--- src/rtl/pac_pkg.sv ---
// Shared widths, states and divider selects for the polygon area and centroid block.
package pac_pkg;

	localparam int LAT_W       = 28;
	localparam int LON_W       = 29;
	localparam int HGT_W       = 32;
	localparam int AREA_W      = 64;
	localparam int PROD_W      = 2 * LON_W;
	localparam int IN_TDATA_W  = 96;
	localparam int OUT_TDATA_W = 160;

	localparam int IN_LAT_LO  = 0;
	localparam int IN_LON_LO  = IN_LAT_LO + LAT_W;
	localparam int IN_HGT_LO  = IN_LON_LO + LON_W;
	localparam int IN_USED_W  = IN_HGT_LO + HGT_W;

	localparam int OUT_CCW    = AREA_W;
	localparam int OUT_LAT_LO = OUT_CCW + 1;
	localparam int OUT_LON_LO = OUT_LAT_LO + LAT_W;
	localparam int OUT_HGT_LO = OUT_LON_LO + LON_W;
	localparam int OUT_USED_W = OUT_HGT_LO + HGT_W;

	typedef enum logic [2:0] {
		ST_IDLE,
		ST_UPDATE,
		ST_MUL_A,
		ST_MUL_B,
		ST_MUL_C,
		ST_DIV_START,
		ST_DIV_WAIT,
		ST_EMIT
	} pac_state_t;

	typedef enum logic [1:0] {
		SEL_LAT,
		SEL_LON,
		SEL_HGT
	} div_sel_t;

endpackage

--- src/rtl/pac_div.sv ---
// Restoring divider, one quotient bit per cycle, quotient truncated toward zero.
module pac_div #(
	parameter int DW = 40,
	parameter int NW = 9
) (
	input  logic                 clk,
	input  logic                 arst_n,
	input  logic                 start,
	input  logic signed [DW-1:0] dividend,
	input  logic        [NW-1:0] divisor,
	output logic                 done,
	output logic signed [DW-1:0] quotient
);

	localparam int CW = $clog2(DW + 1);

	logic          busy_q;
	logic          done_q;
	logic [CW-1:0] cnt_q;
	logic          neg_q;
	logic [NW-1:0] rem_q;
	logic [NW-1:0] den_q;
	logic [DW-1:0] quo_q;
	logic [NW:0]   trial;
	logic          fits;

	assign trial = {rem_q, quo_q[DW-1]};
	assign fits  = trial >= {1'b0, den_q};

	always_ff @(posedge clk or negedge arst_n) begin
		if (!arst_n) begin
			busy_q <= 1'b0;
			done_q <= 1'b0;
			cnt_q  <= '0;
		end else begin
			done_q <= 1'b0;
			if (start) begin
				busy_q <= 1'b1;
				cnt_q  <= CW'(DW);
			end else if (busy_q) begin
				cnt_q <= cnt_q - 1'b1;
				if (cnt_q == CW'(1)) begin
					busy_q <= 1'b0;
					done_q <= 1'b1;
				end
			end
		end
	end

	always_ff @(posedge clk) begin
		if (start) begin
			neg_q <= dividend[DW-1];
			quo_q <= dividend[DW-1] ? -dividend : dividend;
			rem_q <= '0;
			den_q <= divisor;
		end else if (busy_q) begin
			if (fits) begin
				rem_q <= NW'(trial - {1'b0, den_q});
			end else begin
				rem_q <= trial[NW-1:0];
			end
			quo_q <= {quo_q[DW-2:0], fits};
		end
	end

	assign done     = done_q;
	assign quotient = neg_q ? -$signed(quo_q) : $signed(quo_q);

endmodule

--- src/rtl/polygon_area_centroid.sv ---
// Top level: streaming shoelace area, orientation and vertex centroid of a polygon.
//
//  channel | handshake          | payload
//  --------+--------------------+-----------------------------------------------------------
//  s       | s_tvalid, s_tready | s_tdata: vertex lat, lon, height; s_tlast: last vertex
//  m       | m_tvalid, m_tready | m_tdata: area, ccw, centroid lat, lon, height; m_tuser: too_long
//
// A vertex is accepted, updates the sums, then uses the shared multiplier in MUL_A, MUL_B and
// MUL_C for the cross term; the first vertex of a polygon or a dropped one skips that step.
// The last vertex also runs the closing term through the multiplier, then three divisions on
// the one serial divider, and then the result is loaded into the output register.
// Reset clears the sequencer, the sums and the output valid flag; no clearing pass.
// A waiting result holds in the output register while the next polygon is taken; only the
// final load of the following result waits for it to go.
module polygon_area_centroid #(
	parameter int MAX_VERTICES = 256
) (
	input  logic                               clk,
	input  logic                               arst_n,
	input  logic                               s_tvalid,
	output logic                               s_tready,
	// [27:0] vertex_lat, [56:28] vertex_lon, [88:57] vertex_height, [95:89] zero
	input  logic [pac_pkg::IN_TDATA_W-1:0]     s_tdata,
	input  logic                               s_tlast,
	output logic                               m_tvalid,
	input  logic                               m_tready,
	// [63:0] signed_area, [64] counter_clockwise, [92:65] centroid_lat,
	// [121:93] centroid_lon, [153:122] centroid_height, [159:154] zero
	output logic [pac_pkg::OUT_TDATA_W-1:0]    m_tdata,
	// [0] too_long
	output logic                               m_tuser
);

	import pac_pkg::*;

	localparam int SUM_EXT = $clog2(MAX_VERTICES);
	localparam int CNT_W   = $clog2(MAX_VERTICES + 1);
	localparam int LSUM_W  = LAT_W + SUM_EXT;
	localparam int OSUM_W  = LON_W + SUM_EXT;
	localparam int HSUM_W  = HGT_W + SUM_EXT;
	localparam int DIV_W   = HSUM_W;

	pac_state_t state_q, state_d;
	div_sel_t   sel_q;

	logic signed [LAT_W-1:0]  cur_lat_q, first_lat_q, prev_lat_q, cent_lat_q;
	logic signed [LON_W-1:0]  cur_lon_q, first_lon_q, prev_lon_q, cent_lon_q;
	logic signed [HGT_W-1:0]  cur_hgt_q, cent_hgt_q;
	logic                     last_q;
	logic                     closing_q;
	logic                     overflow_q;
	logic [CNT_W-1:0]         count_q;
	logic signed [AREA_W-1:0] twice_q;
	logic signed [LSUM_W-1:0] lat_sum_q;
	logic signed [OSUM_W-1:0] lon_sum_q;
	logic signed [HSUM_W-1:0] hgt_sum_q;
	logic signed [PROD_W-1:0] prod_q;
	logic                     m_tvalid_q;
	logic [OUT_TDATA_W-1:0]   m_tdata_q;
	logic                     m_tuser_q;

	logic                     full;
	logic                     cross_needed;
	logic                     out_free;
	logic signed [LAT_W-1:0]  b_lat;
	logic signed [LON_W-1:0]  b_lon;
	logic signed [LON_W-1:0]  mul_x, mul_y;
	logic signed [PROD_W-1:0] product;
	logic signed [AREA_W-1:0] addend;
	logic [AREA_W-1:0]        area_half;
	logic                     ccw;
	logic                     div_start;
	logic                     div_done;
	logic signed [DIV_W-1:0]  div_dividend;
	logic signed [DIV_W-1:0]  div_quotient;

	assign full         = count_q >= CNT_W'(MAX_VERTICES);
	assign cross_needed = !full && (count_q != '0);
	assign out_free     = !m_tvalid_q || m_tready;

	assign b_lat   = closing_q ? first_lat_q : cur_lat_q;
	assign b_lon   = closing_q ? first_lon_q : cur_lon_q;
	assign mul_x   = (state_q == ST_MUL_A) ? prev_lon_q : LON_W'(prev_lat_q);
	assign mul_y   = (state_q == ST_MUL_A) ? LON_W'(b_lat) : b_lon;
	assign product = mul_x * mul_y;
	assign addend  = (state_q == ST_MUL_C) ? -AREA_W'(prod_q) : AREA_W'(prod_q);

	assign area_half = {twice_q[AREA_W-1], twice_q[AREA_W-1:1]};
	assign ccw       = !twice_q[AREA_W-1] && (twice_q[AREA_W-1:1] != '0);

	always_comb begin
		case (sel_q)
			SEL_LAT: div_dividend = DIV_W'(lat_sum_q);
			SEL_LON: div_dividend = DIV_W'(lon_sum_q);
			default: div_dividend = hgt_sum_q;
		endcase
	end

	pac_div #(
		.DW (DIV_W),
		.NW (CNT_W)
	) u_div (
		.clk      (clk),
		.arst_n   (arst_n),
		.start    (div_start),
		.dividend (div_dividend),
		.divisor  (count_q),
		.done     (div_done),
		.quotient (div_quotient)
	);

	always_ff @(posedge clk or negedge arst_n) begin
		if (!arst_n) begin
			state_q <= ST_IDLE;
		end else begin
			state_q <= state_d;
		end
	end

	always_comb begin
		state_d   = state_q;
		s_tready  = 1'b0;
		div_start = 1'b0;
		case (state_q)
			ST_IDLE: begin
				s_tready = 1'b1;
				if (s_tvalid) begin
					state_d = ST_UPDATE;
				end
			end
			ST_UPDATE: begin
				if (cross_needed || last_q) begin
					state_d = ST_MUL_A;
				end else begin
					state_d = ST_IDLE;
				end
			end
			ST_MUL_A: state_d = ST_MUL_B;
			ST_MUL_B: state_d = ST_MUL_C;
			ST_MUL_C: begin
				if (closing_q) begin
					state_d = ST_DIV_START;
				end else if (last_q) begin
					state_d = ST_MUL_A;
				end else begin
					state_d = ST_IDLE;
				end
			end
			ST_DIV_START: begin
				div_start = 1'b1;
				state_d   = ST_DIV_WAIT;
			end
			ST_DIV_WAIT: begin
				if (div_done) begin
					state_d = (sel_q == SEL_HGT) ? ST_EMIT : ST_DIV_START;
				end
			end
			ST_EMIT: begin
				if (out_free) begin
					state_d = ST_IDLE;
				end
			end
			default: state_d = ST_IDLE;
		endcase
	end

	always_ff @(posedge clk or negedge arst_n) begin
		if (!arst_n) begin
			count_q    <= '0;
			overflow_q <= 1'b0;
			closing_q  <= 1'b0;
			twice_q    <= '0;
			lat_sum_q  <= '0;
			lon_sum_q  <= '0;
			hgt_sum_q  <= '0;
			sel_q      <= SEL_LAT;
			m_tvalid_q <= 1'b0;
		end else begin
			if (m_tvalid_q && m_tready) begin
				m_tvalid_q <= 1'b0;
			end
			case (state_q)
				ST_IDLE: begin
					closing_q <= 1'b0;
				end
				ST_UPDATE: begin
					closing_q <= !cross_needed;
					sel_q     <= SEL_LAT;
					if (full) begin
						overflow_q <= 1'b1;
					end else begin
						count_q   <= count_q + 1'b1;
						lat_sum_q <= lat_sum_q + LSUM_W'(cur_lat_q);
						lon_sum_q <= lon_sum_q + OSUM_W'(cur_lon_q);
						hgt_sum_q <= hgt_sum_q + HSUM_W'(cur_hgt_q);
					end
				end
				ST_MUL_B, ST_MUL_C: begin
					twice_q <= twice_q + addend;
					if (state_q == ST_MUL_C && !closing_q && last_q) begin
						closing_q <= 1'b1;
					end
				end
				ST_DIV_WAIT: begin
					if (div_done) begin
						case (sel_q)
							SEL_LAT: sel_q <= SEL_LON;
							SEL_LON: sel_q <= SEL_HGT;
							default: sel_q <= SEL_HGT;
						endcase
					end
				end
				ST_EMIT: begin
					if (out_free) begin
						m_tvalid_q <= 1'b1;
						count_q    <= '0;
						overflow_q <= 1'b0;
						closing_q  <= 1'b0;
						twice_q    <= '0;
						lat_sum_q  <= '0;
						lon_sum_q  <= '0;
						hgt_sum_q  <= '0;
					end
				end
				default: ;
			endcase
		end
	end

	always_ff @(posedge clk) begin
		case (state_q)
			ST_IDLE: begin
				if (s_tvalid) begin
					cur_lat_q <= s_tdata[IN_LAT_LO +: LAT_W];
					cur_lon_q <= s_tdata[IN_LON_LO +: LON_W];
					cur_hgt_q <= s_tdata[IN_HGT_LO +: HGT_W];
					last_q    <= s_tlast;
				end
			end
			ST_UPDATE: begin
				if (!full && count_q == '0) begin
					first_lat_q <= cur_lat_q;
					first_lon_q <= cur_lon_q;
					prev_lat_q  <= cur_lat_q;
					prev_lon_q  <= cur_lon_q;
				end
			end
			ST_MUL_A, ST_MUL_B: begin
				prod_q <= product;
			end
			ST_MUL_C: begin
				if (!closing_q) begin
					prev_lat_q <= cur_lat_q;
					prev_lon_q <= cur_lon_q;
				end
			end
			ST_DIV_WAIT: begin
				if (div_done) begin
					case (sel_q)
						SEL_LAT: cent_lat_q <= div_quotient[LAT_W-1:0];
						SEL_LON: cent_lon_q <= div_quotient[LON_W-1:0];
						default: cent_hgt_q <= div_quotient[HGT_W-1:0];
					endcase
				end
			end
			ST_EMIT: begin
				if (out_free) begin
					m_tdata_q <= {(OUT_TDATA_W - OUT_USED_W)'(0), cent_hgt_q, cent_lon_q,
						cent_lat_q, ccw, area_half};
					m_tuser_q <= overflow_q;
				end
			end
			default: ;
		endcase
	end

	assign m_tvalid = m_tvalid_q;
	assign m_tdata  = m_tdata_q;
	assign m_tuser  = m_tuser_q;

endmodule

--- config.mk ---
export PLATFORM = sky130hd
export DESIGN_NAME = polygon_area_centroid
export DESIGN_NICKNAME = d
export VERILOG_FILES = /design/src/rtl/pac_pkg.sv /design/src/rtl/pac_div.sv /design/src/rtl/polygon_area_centroid.sv
export SDC_FILE = /design/constraint.sdc
export NUM_CORES = 2
export LEC_CHECK = 0
export BUFFER_PORTS_ARGS = -buffer_cell sky130_fd_sc_hd__buf_2
export CAP_MARGIN = 25
export CORE_UTILIZATION = 55
export DETAILED_ROUTE_END_ITERATION = 7
export PLACE_DENSITY_LB_ADDON = 0.3
export SETUP_SLACK_MARGIN = 0.1
export SLEW_MARGIN = 40
export SYNTH_ARGS = -nofsm -noshare
export SYNTH_HDL_FRONTEND = slang
export SYNTH_SLANG_ARGS = --single-unit
--- constraint.sdc ---
create_clock -name clk -period 10.6 [get_ports clk]
set_clock_uncertainty 0.1 [all_clocks]
set_input_delay 0.53 -clock clk [delete_from_list [all_inputs] [get_ports clk]]
set_output_delay 0.53 -clock clk [all_outputs]
set_load 0.02 [all_outputs]
==> flow_summary_export.csv <==
group,metric,value,unit
outcome,outcome,"finished, violations left",
outcome,violations,"design-rule violations",
worst_setup_path,critPathSlowestCell,"sky130_fd_sc_hd__nor4b_1",
worst_setup_path,max_stage_delay,650,ps
worst_setup_path,crit_end,"prod_q[57]",
sta,period_share,95.1,%
synth,synth_seq_area_share,31.8,%
sta,unrepaired_setup_endpoints_after_global_routing,"true",
final_layout,sequential_cell_area,21900,µm²
cts,clk_pin_slew,60,ps
synth,netlist_area_before_placement,68800,µm²
final_layout,ratio_of_cells_with_drive_above_1_in_the_final_layout,8.16,%
sta,number_of_pins_exceeding_their_max_slew_limit_in_the_final_report,0,
job,drv_cap,0,
worst_setup_path,regToRegStartpoint,"state_q[2]",
hold_path,hold_class,"in2reg",
detailed_routing,first_iter_violations,4424,
sta,hold_viol,0,
global_routing,grt_first_pass_wirelength,287000,µm
worst_setup_path,critical_path.endpoint_type,"flop",
floorplan,floorplan.die.width,356,µm
worst_setup_path,timing.reg2reg.worst_path_depth,33,
worst_setup_path,r2r_setup_slack,520,ps
detailed_routing,routed_wire_length_per_instance,21.0,µm
detailed_routing,routed_wl,185000,µm
synth,mean_syn_cell_area,10.1,µm²
final_layout,area.growth.synth_to_final,10.6,%
cts,clock_tree_from_tritoncts,"built",
cts,clock_path_buffers,3,
cts,cts.repair_timing.setup_buffer_count,0,
floorplan,die_h,356,µm
worst_setup_path,worstSetupPathType,"reg2reg",
detailed_routing,drc_errors,64,
synth,syn_inst,6833,
global_routing,antenna_found_initial,4,
detailed_routing,ant_nets,0,
final_layout,fillerInstances,9990,
worst_setup_path,worstPathArrival,10370,ps
sta,fmax,99.2,MHz
placement,hpwlAfterDp,144000,µm
cts,htree_num_levels,3,
global_routing,total_global_route_track_usage,29.6,%
cts,cts_root_buffer,"sky130_fd_sc_hd__clkbuf_16",
worst_setup_path,worst-path-max-fanout,29,
worst_setup_path,critical_path.most_common_cell,"sky130_fd_sc_hd__fa_1",
detailed_routing,routed-via-count,50400,
cts,number_of_buffers_created_by_cts,82,
sta,final_setup_violation_count,0,
global_routing,number_of_global_route_vias_before_repair,51300,
synth,synth_enable_flop_cells,555,
floorplan,start_util,55.6,%
sta,maxSlewHeadroom,41.0,%
synth,ys_dominant_reg_cell,"sky130_fd_sc_hd__edfxtp_1",
floorplan,number_of_top_level_pins,264,
floorplan,core-area,124000,µm²
floorplan,rows,129,
global_routing,grt_start_max_net_pins,102,
sta,setup_tns,0,ps
sta,period_minus_slack,10080,ps
detailed_routing,drt_pre_antenna_iters,8,
synth,asyncSetResetFlopFracSynth,26.4,%
synth,synth_unique_cells,83,
detailed_routing,vias_per_cell,5.71,
placement,port-buffer-count,250,
final_layout,multi_input_comb_area,42400,µm²
synth,synth-warning-count,0,
cts,clock_latency,760,ps
worst_setup_path,worstSetupStartpointType,"flop",
floorplan,fp.dieArea,126000,µm²
synth,ys_seq_elements,766,
worst_setup_path,rr_endpoint,"prod_q[57]",
worst_setup_path,setup_crit_start,"state_q[2]",
cts,clock-sinks,766,
placement,place.gp.congestion,0.990,
final_layout,num-nets-final,8474,
worst_setup_path,timing.critical_path.required,10890,ps
sta,worst_slew_pin_slew,885,ps
global_routing,grt_overflow,0,
==> through the flow <==
step | setup WS (ps) | utilization, % | instance area, µm² | instances | hold WS [ps]
6_report | 523 | 61.5 | 76100 | 8817 | 72.0
5_1_grt | 22.6 | 61.5 | 76100 | 8816 | 59.9
4_1_cts | 406 | 61.4 | 76000 | 8812 | 17.3
3_5_place_dp | 508 | 58.3 | 72200 | 8568 | 305
3_3_place_gp | 580 | 58.3 | 72100 | 8568 | 301
2_1_floorplan | 700 | - | 68800 | 6838 | 134
==> repair_timing <==
| item | CTS | global route |
|---|---|---|
| hold buffers | 91 | 0 |
| endpoints found under the hold margin | 154 | 0 |
| setup endpoints to repair | 0 | 4 |
| resized for setup | 0 | 5 |
==> synthesized netlist by cell type (33+ instances only) <==
cell                       instances  area share, %
sky130_fd_sc_hd__o21a_1           45           0.49
sky130_fd_sc_hd__o21ai_0         364            2.6
sky130_fd_sc_hd__a21o_1          153            1.7
sky130_fd_sc_hd__o31ai_1          43           0.47
sky130_fd_sc_hd__mux2i_1          77            1.1
sky130_fd_sc_hd__ha_1            359            6.5
sky130_fd_sc_hd__nand2b_1         49           0.45
sky130_fd_sc_hd__nand3_1         116           0.84
sky130_fd_sc_hd__edfxtp_1        555             24
sky130_fd_sc_hd__and2_1           39           0.35
sky130_fd_sc_hd__dfrtp_1         202            7.3
sky130_fd_sc_hd__and3_1           34           0.31
sky130_fd_sc_hd__a211oi_1         35           0.38
sky130_fd_sc_hd__nor2_1          658            3.6
sky130_fd_sc_hd__nor3_1           54           0.39
sky130_fd_sc_hd__clkbuf_1        254            1.4
sky130_fd_sc_hd__nand2_1         872            4.8
sky130_fd_sc_hd__xnor2_1         214            2.7
sky130_fd_sc_hd__fa_1            906             26
sky130_fd_sc_hd__xor2_1          130            1.7
sky130_fd_sc_hd__inv_1           971            5.3
sky130_fd_sc_hd__a21oi_1         261            1.9
sky130_fd_sc_hd__nand4_1          34           0.31
sky130_fd_sc_hd__o21bai_1         33           0.36
==> routing by layer <==
layer	up-vias	wire length [µm]	global-route usage [%]
li1	22900	-	-
met1	24900	74500	38.4
met2	2108	83900	47.3
met3	415	16900	6.91
met4	2	9460	13.8
met5	-	7	0
==> critical path: cells and delay by family, from the launching register on <==
| kind | cells | cell delay (ps) |
|---|---|---|
| fa+ha+maj | 9 | 4420 |
| compound gates | 9 | 2290 |
| buf+inv | 9 | 1420 |
| simple gates | 5 | 1020 |
| flops | 1 | 340 |
| xor+xnor | 1 | 130 |
==> sequential cells by signal (all words and copies together), names as in the netlist, 29 cells and up <==
name,count
cent_hgt_q,32
cent_lon_q,29
cur_hgt_q,32
cur_lon_q,29
first_lon_q,29
hgt_sum_q,40
lat_sum_q,36
lon_sum_q,37
m_tdata,153
prev_lon_q,29
prod_q,58
twice_q,64
u_div.quo_q,40
==> cells in the final DEF (no fill, tap or decap), types with 14 or more instances in the layout <==
cell and count:
sky130_fd_sc_hd__a211oi_1 35, sky130_fd_sc_hd__a21o_1 153, sky130_fd_sc_hd__a21oi_1 259, sky130_fd_sc_hd__a22o_1 15
sky130_fd_sc_hd__a31oi_1 30, sky130_fd_sc_hd__and2_1 38, sky130_fd_sc_hd__and3_1 34, sky130_fd_sc_hd__buf_2 249
sky130_fd_sc_hd__buf_4 119, sky130_fd_sc_hd__clkbuf_1 15, sky130_fd_sc_hd__clkbuf_16 82, sky130_fd_sc_hd__clkinv_1 16
sky130_fd_sc_hd__dfrtp_1 198, sky130_fd_sc_hd__dlygate4sd3_1 91, sky130_fd_sc_hd__edfxtp_1 555, sky130_fd_sc_hd__fa_1 905
sky130_fd_sc_hd__ha_1 359, sky130_fd_sc_hd__inv_1 968, sky130_fd_sc_hd__mux2i_1 70, sky130_fd_sc_hd__nand2_1 870
sky130_fd_sc_hd__nand2b_1 47, sky130_fd_sc_hd__nand3_1 115, sky130_fd_sc_hd__nand4_1 34, sky130_fd_sc_hd__nor2_1 652
sky130_fd_sc_hd__nor2b_1 24, sky130_fd_sc_hd__nor3_1 53, sky130_fd_sc_hd__nor4_1 27, sky130_fd_sc_hd__o211ai_1 22
sky130_fd_sc_hd__o21a_1 45, sky130_fd_sc_hd__o21ai_0 343, sky130_fd_sc_hd__o21ai_1 16, sky130_fd_sc_hd__o21bai_1 33
sky130_fd_sc_hd__o31ai_1 43, sky130_fd_sc_hd__o41ai_1 14, sky130_fd_sc_hd__or3_1 28, sky130_fd_sc_hd__xnor2_1 214
sky130_fd_sc_hd__xor2_1 130
==> worst min path at each step <==
stage          slack, ps            from  cells past startpoint      endpoint
2_1_floorplan        130          arst_n                      0     closing_q
3_3_place_gp         300  cent_lon_q[15]                      0  m_tdata[108]
3_5_place_dp         300  cent_lon_q[10]                      0  m_tdata[103]
4_1_cts               20        s_tvalid                      3    state_q[0]
5_1_grt               60        s_tvalid                      3    state_q[0]
6_report              70        s_tvalid                      3    state_q[0]
==> final cells by class <==
cell class              instances  area share [%]
diodes                          3         0.00987
clock buffers                 100            2.82
clock inverters                53           0.945
inverters                     973            4.81
multi-input cells            4817            55.7
flip-flops and latches        766            28.8
well taps                    1637            2.69
repair buffers                468            4.19
==> cells by family after synthesis <==
group                      share of synthesized area [%]
xor gates and xnor gates                            4.38
muxes                                               1.39
DFF                                                 31.8
adders and majority gates                           32.9
other                                            0.00545
AOI/OAI and AO/OA                                   10.2
buffers and inverters                               6.90
and+or+nand+nor                                     12.4
Power is not shown: default switching activity piles up to over one toggle a cycle in this logic, so the estimate is an artifact.
